==> config.mk <==
export PLATFORM = sky130hd
export DESIGN_NAME = diff_drive_command_mixer_core
export DESIGN_NICKNAME = d
export VERILOG_FILES = /design/src/rtl/ddcm_pkg.sv /design/src/rtl/diff_drive_command_mixer_core.sv
export SDC_FILE = /design/constraint.sdc
export NUM_CORES = 1
export LEC_CHECK = 0
export BUFFER_PORTS_ARGS = -buffer_cell sky130_fd_sc_hd__buf_2
export CELL_PAD_IN_SITES_DETAIL_PLACEMENT = 0
export CELL_PAD_IN_SITES_GLOBAL_PLACEMENT = 1
export CORE_AREA = 2 2 231 233
export CTS_BUF_LIST = sky130_fd_sc_hd__clkbuf_8 sky130_fd_sc_hd__clkbuf_16
export CTS_CLUSTER_SIZE = 12
export DETAILED_ROUTE_END_ITERATION = 7
export DIE_AREA = 0 0 233 235
export PLACE_DENSITY_LB_ADDON = 0.08
export SYNTH_ARGS = -nofsm -noshare
export SYNTH_HDL_FRONTEND = slang
export SYNTH_SLANG_ARGS = --single-unit
==> constraint.sdc <==
create_clock -name clk_i -period 14.2 [get_ports clk_i]
set_clock_uncertainty 0.2 [all_clocks]
set_input_delay 1.42 -clock clk_i [delete_from_list [all_inputs] [get_ports clk_i]]
set_output_delay 1.42 -clock clk_i [all_outputs]
set_load 0.03 [all_outputs]
==> src/rtl/ddcm_pkg.sv <==
`default_nettype none

package ddcm_pkg;

  localparam int unsigned LevelW = 13;
  localparam int unsigned RegW   = 12;
  localparam int unsigned CmdW   = 16;
  localparam int unsigned MagW   = CmdW + 1;
  localparam int unsigned FracW  = 15;
  localparam int unsigned ProdW  = MagW + LevelW;
  localparam int unsigned CfgIdxW = 3;

  localparam logic [LevelW-1:0] LevelMax = '1;
  localparam logic [MagW-1:0]   QOne     = MagW'(32768);

  localparam logic [RegW-1:0] NormalGainRst  = RegW'(1287);
  localparam logic [RegW-1:0] TurboGainRst   = RegW'(3000);
  localparam logic [RegW-1:0] DriveOffsetRst = RegW'(1300);
  localparam logic [RegW-1:0] SpinGainRst    = RegW'(1750);
  localparam logic [RegW-1:0] IdleLevelRst   = RegW'(1000);

  typedef enum logic [1:0] {
    OP_VELOCITY = 2'd0,
    OP_SPEED_R  = 2'd1,
    OP_SPEED_L  = 2'd2,
    OP_BUTTONS  = 2'd3
  } op_e;

  typedef enum logic [CfgIdxW-1:0] {
    CFG_NORMAL_GAIN  = 3'd0,
    CFG_TURBO_GAIN   = 3'd1,
    CFG_DRIVE_OFFSET = 3'd2,
    CFG_SPIN_GAIN    = 3'd3,
    CFG_IDLE_LEVEL   = 3'd4
  } cfg_idx_e;

  // relay bits: fwd right, fwd left, rev right, rev left
  localparam logic [3:0] RelayFwd  = 4'b0011;
  localparam logic [3:0] RelayRevR = 4'b0100;
  localparam logic [3:0] RelayRevL = 4'b1000;
  localparam logic [3:0] RelayRev  = 4'b1100;

  function automatic logic [MagW-1:0] abs_cmd(input logic signed [CmdW-1:0] v);
    logic signed [MagW-1:0] w;
    w = MagW'(v);
    return v[CmdW-1] ? MagW'(-w) : MagW'(w);
  endfunction

endpackage

`default_nettype wire

==> src/rtl/diff_drive_command_mixer_core.sv <==
// Channel  | Dir | Payload (low bit up)
// s_axis   | in  | tuser: operation; tdata: linear_cmd, angular_cmd, speed_value,
//          |     |   turbo_button, brake_button, zero pad
// m_axis   | out | tdata: drive_right, drive_left, fwd_relay_right, fwd_relay_left,
//          |     |   rev_relay_right, rev_relay_left, brake_right, brake_left
// cfg      | in  | cfg_we_i, cfg_idx_i, cfg_data_i (write only)
//
// Speed, button, idle and blocked velocity events go from the idle state straight to the
// final state. Velocity commands use one shared 17x13 multiplier: a straight or
// point-turn command passes MUL1, a turn passes MUL1 and MUL2 (two chained multiplies).
// One event in flight; s_axis_tready_o is high only while the sequencer idles.
// A held result stalls the sequencer in its final state until m_axis takes it.
// rst_ni clears all state and restores the register defaults.
`default_nettype none

module diff_drive_command_mixer_core
  import ddcm_pkg::*;
(
  input  wire logic               clk_i,
  input  wire logic               rst_ni,
  input  wire logic               s_axis_tvalid_i,
  output logic                    s_axis_tready_o,
  // linear_cmd, angular_cmd, speed_value, turbo_button, brake_button, pad
  input  wire logic [55:0]        s_axis_tdata_i,
  // operation
  input  wire logic [1:0]         s_axis_tuser_i,
  output logic                    m_axis_tvalid_o,
  input  wire logic               m_axis_tready_i,
  // drive_right, drive_left, fwd_r, fwd_l, rev_r, rev_l, brake_r, brake_l
  output logic [31:0]             m_axis_tdata_o,
  input  wire logic               cfg_we_i,
  input  wire logic [CfgIdxW-1:0] cfg_idx_i,
  input  wire logic [RegW-1:0]    cfg_data_i
);

  typedef enum logic [1:0] {
    ST_IDLE,
    ST_MUL1,
    ST_MUL2,
    ST_DONE
  } state_e;

  state_e state_q;

  logic [RegW-1:0] normal_gain_q, turbo_gain_q, drive_offset_q, spin_gain_q, idle_level_q;

  logic signed [CmdW-1:0] right_speed_q, left_speed_q;
  logic                   turbo_on_q, brake_held_q;
  logic [LevelW-1:0]      right_level_q, left_level_q;
  logic [3:0]             relay_q;
  logic [1:0]             brake_q;

  logic [MagW-1:0]    mag_q;
  logic [FracW:0]     fac_q;
  logic               spin_q, turn_q, turn_left_q;
  logic [LevelW-1:0]  base_q;

  logic               out_valid_q;
  logic [31:0]        out_data_q;

  // input fields
  op_e                    op;
  logic signed [CmdW-1:0] lin, ang, spd;
  logic                   turbo_b, brake_b;

  assign op      = op_e'(s_axis_tuser_i);
  assign lin     = s_axis_tdata_i[15:0];
  assign ang     = s_axis_tdata_i[31:16];
  assign spd     = s_axis_tdata_i[47:32];
  assign turbo_b = s_axis_tdata_i[48];
  assign brake_b = s_axis_tdata_i[49];

  logic accept;
  assign s_axis_tready_o = (state_q == ST_IDLE);
  assign accept          = s_axis_tvalid_i && s_axis_tready_o;

  logic speeds_zero;
  assign speeds_zero = (right_speed_q == '0) && (left_speed_q == '0);

  // shared multiplier
  logic [RegW-1:0]   gain_sel;
  logic [MagW-1:0]   mul_a;
  logic [LevelW-1:0] mul_b;
  logic [ProdW-1:0]  prod;
  logic [FracW-1:0]  prod_sh;
  logic [FracW:0]    base_sum;
  logic [LevelW-1:0] base_sat;

  always_comb begin
    gain_sel = spin_q ? spin_gain_q : (turbo_on_q ? turbo_gain_q : normal_gain_q);
    if (state_q == ST_MUL2) begin
      mul_a = MagW'(fac_q);
      mul_b = base_q;
    end else begin
      mul_a = mag_q;
      mul_b = LevelW'(gain_sel);
    end
    prod     = ProdW'(mul_a) * ProdW'(mul_b);
    prod_sh  = prod[ProdW-1-:FracW];
    base_sum = (FracW+1)'(prod_sh) + (FracW+1)'(drive_offset_q);
    base_sat = (base_sum > (FracW+1)'(LevelMax)) ? LevelMax : LevelW'(base_sum);
  end

  always_ff @(posedge clk_i or negedge rst_ni) begin
    if (!rst_ni) begin
      state_q        <= ST_IDLE;
      normal_gain_q  <= NormalGainRst;
      turbo_gain_q   <= TurboGainRst;
      drive_offset_q <= DriveOffsetRst;
      spin_gain_q    <= SpinGainRst;
      idle_level_q   <= IdleLevelRst;
      right_speed_q  <= '0;
      left_speed_q   <= '0;
      turbo_on_q     <= 1'b0;
      brake_held_q   <= 1'b0;
      right_level_q  <= '0;
      left_level_q   <= '0;
      relay_q        <= '0;
      brake_q        <= '0;
      mag_q          <= '0;
      fac_q          <= '0;
      spin_q         <= 1'b0;
      turn_q         <= 1'b0;
      turn_left_q    <= 1'b0;
      base_q         <= '0;
      out_valid_q    <= 1'b0;
      out_data_q     <= '0;
    end else begin
      if (cfg_we_i) begin
        case (cfg_idx_e'(cfg_idx_i))
          CFG_NORMAL_GAIN:  normal_gain_q  <= cfg_data_i;
          CFG_TURBO_GAIN:   turbo_gain_q   <= cfg_data_i;
          CFG_DRIVE_OFFSET: drive_offset_q <= cfg_data_i;
          CFG_SPIN_GAIN:    spin_gain_q    <= cfg_data_i;
          CFG_IDLE_LEVEL:   idle_level_q   <= cfg_data_i;
          default: ;
        endcase
      end

      if (out_valid_q && m_axis_tready_i && state_q != ST_DONE) begin
        out_valid_q <= 1'b0;
      end

      case (state_q)
        ST_IDLE: begin
          if (accept) begin
            spin_q      <= (lin == '0);
            turn_q      <= (ang != '0);
            turn_left_q <= !ang[CmdW-1];
            fac_q       <= (FracW+1)'(QOne - abs_cmd(ang));
            case (op)
              OP_VELOCITY: begin
                if (lin != '0) begin
                  mag_q <= abs_cmd(lin);
                  if (!lin[CmdW-1]) begin
                    if (!right_speed_q[CmdW-1] && !left_speed_q[CmdW-1]) begin
                      relay_q <= relay_q | RelayFwd;
                      state_q <= ST_MUL1;
                    end else begin
                      brake_q <= 2'b11;
                      state_q <= ST_DONE;
                    end
                  end else begin
                    if ((right_speed_q[CmdW-1] || right_speed_q == '0) &&
                        (left_speed_q[CmdW-1] || left_speed_q == '0)) begin
                      relay_q <= relay_q | RelayRev;
                      state_q <= ST_MUL1;
                    end else begin
                      brake_q <= 2'b11;
                      state_q <= ST_DONE;
                    end
                  end
                end else if (ang != '0) begin
                  mag_q <= abs_cmd(ang);
                  if (speeds_zero) begin
                    relay_q <= relay_q | (ang[CmdW-1] ? RelayRevR : RelayRevL);
                    state_q <= ST_MUL1;
                  end else begin
                    state_q <= ST_DONE;
                  end
                end else begin
                  relay_q       <= speeds_zero ? RelayFwd : (relay_q | RelayFwd);
                  right_level_q <= LevelW'(idle_level_q);
                  left_level_q  <= LevelW'(idle_level_q);
                  brake_q       <= {2{brake_held_q}};
                  state_q       <= ST_DONE;
                end
              end
              OP_SPEED_R: begin
                right_speed_q <= spd;
                state_q       <= ST_DONE;
              end
              OP_SPEED_L: begin
                left_speed_q <= spd;
                state_q      <= ST_DONE;
              end
              OP_BUTTONS: begin
                turbo_on_q   <= turbo_b;
                brake_held_q <= brake_b;
                brake_q      <= {2{brake_b &&
                                   right_level_q == LevelW'(idle_level_q) &&
                                   left_level_q  == LevelW'(idle_level_q)}};
                state_q      <= ST_DONE;
              end
              default: state_q <= ST_DONE;
            endcase
          end
        end
        ST_MUL1: begin
          base_q        <= base_sat;
          right_level_q <= base_sat;
          left_level_q  <= base_sat;
          state_q       <= (turn_q && !spin_q) ? ST_MUL2 : ST_DONE;
        end
        ST_MUL2: begin
          if (turn_left_q) begin
            left_level_q <= LevelW'(prod_sh);
          end else begin
            right_level_q <= LevelW'(prod_sh);
          end
          state_q <= ST_DONE;
        end
        ST_DONE: begin
          if (!out_valid_q || m_axis_tready_i) begin
            out_valid_q <= 1'b1;
            out_data_q  <= {brake_q[1], brake_q[0], relay_q[3], relay_q[2],
                            relay_q[1], relay_q[0], left_level_q, right_level_q};
            state_q     <= ST_IDLE;
          end
        end
        default: state_q <= ST_IDLE;
      endcase
    end
  end

  assign m_axis_tvalid_o = out_valid_q;
  assign m_axis_tdata_o  = out_data_q;

  a_mul2_after_mul1: assert property (@(posedge clk_i) disable iff (!rst_ni)
    state_q == ST_MUL2 |-> $past(state_q) == ST_MUL1)
    else $error("second multiply without first");

  a_no_spin_turn: assert property (@(posedge clk_i) disable iff (!rst_ni)
    state_q == ST_MUL2 |-> !spin_q && turn_q)
    else $error("turn multiply on a point turn");

  a_accept_leaves_idle: assert property (@(posedge clk_i) disable iff (!rst_ni)
    accept |=> state_q != ST_IDLE)
    else $error("transfer accepted without work");

  a_result_from_done: assert property (@(posedge clk_i) disable iff (!rst_ni)
    $rose(m_axis_tvalid_o) |-> $past(state_q) == ST_DONE)
    else $error("result loaded outside final state");

endmodule

`default_nettype wire

# Yosys cells after proc, flatten, opt, wreduce, memory -nomap -nowiden
# Index checks and enable logic that the tools add are counted.
[word_totals]
reg_bits = 210
latchBits = 0
ram_bits = 0
mem_bits_ro = 0
input_bits = 78
output_inout_bits = 34
elab_cells = 150
mem_count = 0
[classes]
add_sub_neg = 4
multipliers = 1
n_div = 0
order_cmp = 1
n_eq_ne = 28
shift = 0
n_mux = 45
n_bitwise = 1
n_reduce_logical = 47
[ops]
columns = ["operator", "n"]
rows = [
  ["13-bit two-way mux", 8],
  ["17-bit two-way mux", 5],
  ["13-bit one-hot mux with 3 select lines", 2],
  ["16-bit zero test", 3],
  ["16-bit negator with 17-bit output", 2],
  ["16-bit nonzero test", 2],
  ["17-bit by 13-bit multiplier with 30-bit output", 1],
  ["6-bit AND reduction", 5],
  ["2-bit two-way mux", 14],
  ["4-bit two-way mux", 7],
  ["13-bit by 12-bit == test with 1-bit output", 2],
  ["12-bit two-way mux", 2],
  ["15-bit by 12-bit adder with 16-bit output", 1],
  ["16-bit by 13-bit > comparator with 1-bit output, second input constant", 1],
  ["2-bit != test, second input constant", 8],
  ["2-bit AND reduction", 8],
  ["16-bit subtractor, first input constant", 1],
  ["1-bit logical AND", 9],
  ["3-bit AND reduction", 3],
  ["2-bit == test, second input constant", 4],
  ["2-bit by 1-bit != test with 1-bit output, second input constant", 4],
  ["4-bit != test, second input constant", 2],
  ["2-bit one-hot mux with 2 select lines", 2],
  ["2-bit one-hot mux with 4 select lines", 1],
  ["other kinds (16)", 30],
]

# Depth between registers and ports, before layout
[depth]
depth_word = 9
mapped_depth = 39
depth_no_buf = 35

# Worst setup path before layout
# No wires, ideal clock.
[synth_path]
kind = "flip-flop to flip-flop"
from = "register state_q[0]"
to = "register base_q[9]"
setup_ns = 0.146
arrival_time_ns = 9.131
required_ns = 13.854
setup_slack_ns = 4.723
stages_incl_launch_ff = 35
n_path_buf = 4
synth_period_minus_slack_ns = 9.477
cell_sequence = "dfrtp_1 -> inv_1 -> ha_1 -> buf_2 -> buf_2 -> clkbuf_1 -> clkbuf_1 -> nand2_1 -> o21ai_1 -> nand2_1 -> fa_1 -> inv_1 -> fa_1 -> fa_1 -> fa_1 -> inv_1 -> fa_1 -> inv_1 -> ha_1 -> a21o_1 -> a21o_1 -> a21o_1 -> a2111oi_0 -> nor2_1 -> a31oi_1 -> xnor2_1 -> ha_1 -> or3_1 -> o31ai_2 -> o21ai_0 -> or4b_1 -> a211oi_1 -> o21ai_1 -> o311ai_1 -> o21ai_0"
[synth_between]
elab_chain_cells = 6
word_cells_on_any_way = 8
classes_between = "1 x add/sub; 1 x mul; 1 x order compare; 2 x eq/ne; 3 x mux"
[synth_rtl]
columns = ["item", "line", "source"]
rows = [
  ["start: declaration", "diff_drive_command_mixer_core.sv:43", "state_e state_q;"],
  ["start signal: assignment", "diff_drive_command_mixer_core.sv:213", "state_q <= (turn_q && !spin_q) ? ST_MUL2 : ST_DONE;"],
  ["2-bit == test", "diff_drive_command_mixer_core.sv:91", "if (state_q == ST_MUL2) begin"],
  ["17-bit two-way mux or 13-bit two-way mux (tied branches)", "diff_drive_command_mixer_core.sv:91", ""],
  ["17-bit by 13-bit multiplier with 30-bit output", "diff_drive_command_mixer_core.sv:98", "prod = ProdW'(mul_a) * ProdW'(mul_b);"],
  ["15-bit by 12-bit adder with 16-bit output", "diff_drive_command_mixer_core.sv:100", "base_sum = (FracW+1)'(prod_sh) + (FracW+1)'(drive_offset_q);"],
  ["16-bit by 13-bit > comparator with 1-bit output", "diff_drive_command_mixer_core.sv:101", "base_sat = (base_sum > (FracW+1)'(LevelMax)) ? LevelMax : LevelW'(base_sum);"],
  ["13-bit two-way mux", "diff_drive_command_mixer_core.sv:101", ""],
  ["end signal: assignment", "diff_drive_command_mixer_core.sv:210", "base_q <= base_sat;"],
  ["end: declaration", "diff_drive_command_mixer_core.sv:56", "logic [LevelW-1:0] base_q;"],
]
# Several ways; a longest one is shown, not always the timed one.
# A chain may end at the register's enable or synchronous reset.

# Worst setup path in the final report
[layout_path]
from = "register state_q[0]"
to = "register base_q[2]"
# The elaborated chain is that of the path after synthesis.

==> impl_metrics.ini <==
[outcome]
status = finished clean

[die]
num_rows = 84
die_h_um = 235
start_util_pct = 34.6
die_w_um = 233
dieArea_um2 = 54800
ioPinCount = 112
core_area_um2 = 52200

[clock_tree]
cts_tree = yes
cts_setup_buffers = 0
postCtsResizedCells = 0
htreeDepth = 1
clock_latency_ps = 550
clockRootBuffer = clkbuf_16
cts.sinks = 206
cts-hold-fix-buffers = 0
numCtsBuffers = 25
clk_transition_reported_paths_ps = 60
clockBufferDepth = 3

[logic_synthesis]
synth_warnings = 0
synthesis.nets = 2235
synth-edff-count = 0
synth_seq_area_share_pct = 28.7
synthFlopType = dfrtp_1
synth_cell_types = 86
synthCells = 1900
synth_top_area_share_pct = 24.5
synth_top_cell_by_area = dfrtp_1
netlist_area_um2 = 18100
synth_seq_cells = 206
synth.area.top_cells = dfrtp_1 24%, fa_1 18%, mux2_2 8.8%
syn_avg_cell_area_um2 = 9.52
async_reset_ff_share_pct = 100

[sta]
fin_tns_setup_ps = 0
hold_viol = 0
worst_pin_slew_ps = 1060
setup_viol = 0
slew_viol_final = 0
post-route-period-util_pct = 79.7
rsz0062_at_grt = false
relSlewSlack_pct = 29.6
finalCriticalPeriod_ps = 11310
fmax_ghz = 0.0884

[min_path]
hold_class = reg2reg

[global_routing]
grt_pass1_vias = 14300
antenna_found_initial = 0
gr-usage-all-layers_pct = 20.2
grt_pass1_wl_um = 85300
grt-ovfl-total = 0
grt_max_degree = 76

[drt]
drt_iter0_markers = 1017
routedWlPerCell_um = 20.3
drcViolationCount = 0
first_pass_iters = 6
ant_nets = 0
viasPerCell = 5.22
vias = 14000
wl_um = 54500

[setup_path]
arrival_ps = 11470
cpMaxStageDelayCell = a21oi_1
required_ps = 14360
slowest_delay_ps = 860
cp-end-kind = register
crit_type = reg2reg
crit_fanout = 46
startpoint_type = register

[cells_and_area]
antenna_cells = 0
layout-drive-gt1-share_pct = 18.4
fin_nets = 2320
areaGrowthSynthToFinish_pct = 11.5

[placement]
gp_congestion = 0.856
port-buffer-count = 105
hpwlAfterDp_um = 43000

[run]
cap_violations = 0
==> cells in the final DEF (no fill, tap or decap), types with 10 or more instances in the layout <==
master,Yosys,final
buf_4,5,25
dfrtp_1,177,177
nor4_1,13,13
and3_1,26,26
and2_1,23,23
mux2_2,142,142
a21oi_1,42,41
nand2_1,203,203
a21o_1,20,20
buf_2,8,104
mux2i_1,29,29
fa_1,165,165
xor2_1,25,25
nor2_1,191,191
a31oi_1,26,26
xnor2_1,36,36
nand3_1,25,25
dfstp_2,29,29
or3_1,13,13
o21ai_0,81,79
nand2b_1,14,14
ha_1,92,91
nand4_1,11,11
clkbuf_16,0,25
nor3_1,36,35
inv_1,234,243
o31ai_1,10,10
==> synth_stat cells, types with 10 or more instances <==
master and n:
a21o_1 20, a21oi_1 42, a31oi_1 26, and2_1 23, and3_1 26, clkbuf_1 50
dfrtp_1 177, dfstp_2 29, fa_1 165, ha_1 92, inv_1 234, mux2_2 142
mux2i_1 29, nand2_1 203, nand2b_1 14, nand3_1 25, nand4_1 11, nor2_1 191
nor3_1 36, nor4_1 13, o21ai_0 81, o31ai_1 10, or3_1 13, xnor2_1 36
xor2_1 25
==> per-layer routing <==
metal / GRT usage [%] / wire length, µm / vias to the layer above
met3: 2.10 / 2170 / 70
met2: 33.0 / 25800 / 306
li1: - / - / 6567
met4: 4.57 / 1190 / 0
met1: 28.7 / 25400 / 7097
met5: 0 / 0 / -
==> logic make-up after synthesis <==
family,share of synthesized area (%)
AOI/OAI and AO/OA,11.3
xor gates and xnor gates,3.08
adders and majority gates,24.6
buffers and inverters,6.59
DFF,28.7
muxes,10.5
other,0.0207
and+or+nand+nor,15.2
==> critical path, delay by kind of cell (launching register included) <==
family                     cells  cell delay [ps]
and+or+nand+nor                5             1000
buffers and inverters          6              830
adders and majority gates      8             3940
AOI/OAI and AO/OA              9             3400
xor gates and xnor gates       1              620
DFF                            1              430
muxes                          1              670
==> final timing paths <==
path                                       to  slack (ps)  cells past startpoint               start
setup / recovery                    base_q[2]        2890                     30          state_q[0]
hold / removal             m_axis_tdata_o[25]         290                      2  m_axis_tdata_o[25]
setup reg to reg                    base_q[2]        2890                     30          state_q[0]
hold reg to reg            m_axis_tdata_o[25]         290                      2  m_axis_tdata_o[25]
max in group asynchronous    left_speed_q[15]       11670                      2              rst_ni
min in group asynchronous  m_axis_tdata_o[10]         700                      1              rst_ni
==> registers in the layout, indices dropped and copies added, names as in the netlist, 2 cells and up <==
register	cells
m_axis_tdata_o	30
mag_q	17
fac_q	16
left_speed_q	16
right_speed_q	16
base_q	13
left_level_q	13
right_level_q	13
drive_offset_q	12
idle_level_q	12
normal_gain_q	12
spin_gain_q	12
turbo_gain_q	12
relay_q	3
state_q	2
==> cell type report <==
class	instances	area [µm²]
sequential	206	5190
timing repair buffer	130	722
clock buffer	29	681
inverter	234	878
multi-input combinational	1388	11800
tap	688	861
fill	5361	32100
clock inverter	16	76.3
==> metrics by stage <==
step	hold WS [ps]	setup WS (ps)	cells	area [µm²]	util, %
2_1_floorplan	230	4720	1900	18100	-
3_3_place_gp	268	3130	2646	19400	37.2
3_5_place_dp	273	3060	2646	19400	37.2
4_1_cts	287	3010	2691	20200	38.6
5_1_grt	309	2190	2691	20200	38.6
6_report	291	2890	2691	20200	38.6
Power is not shown: default switching activity piles up to over one toggle a cycle in this logic, so the estimate is an artifact.
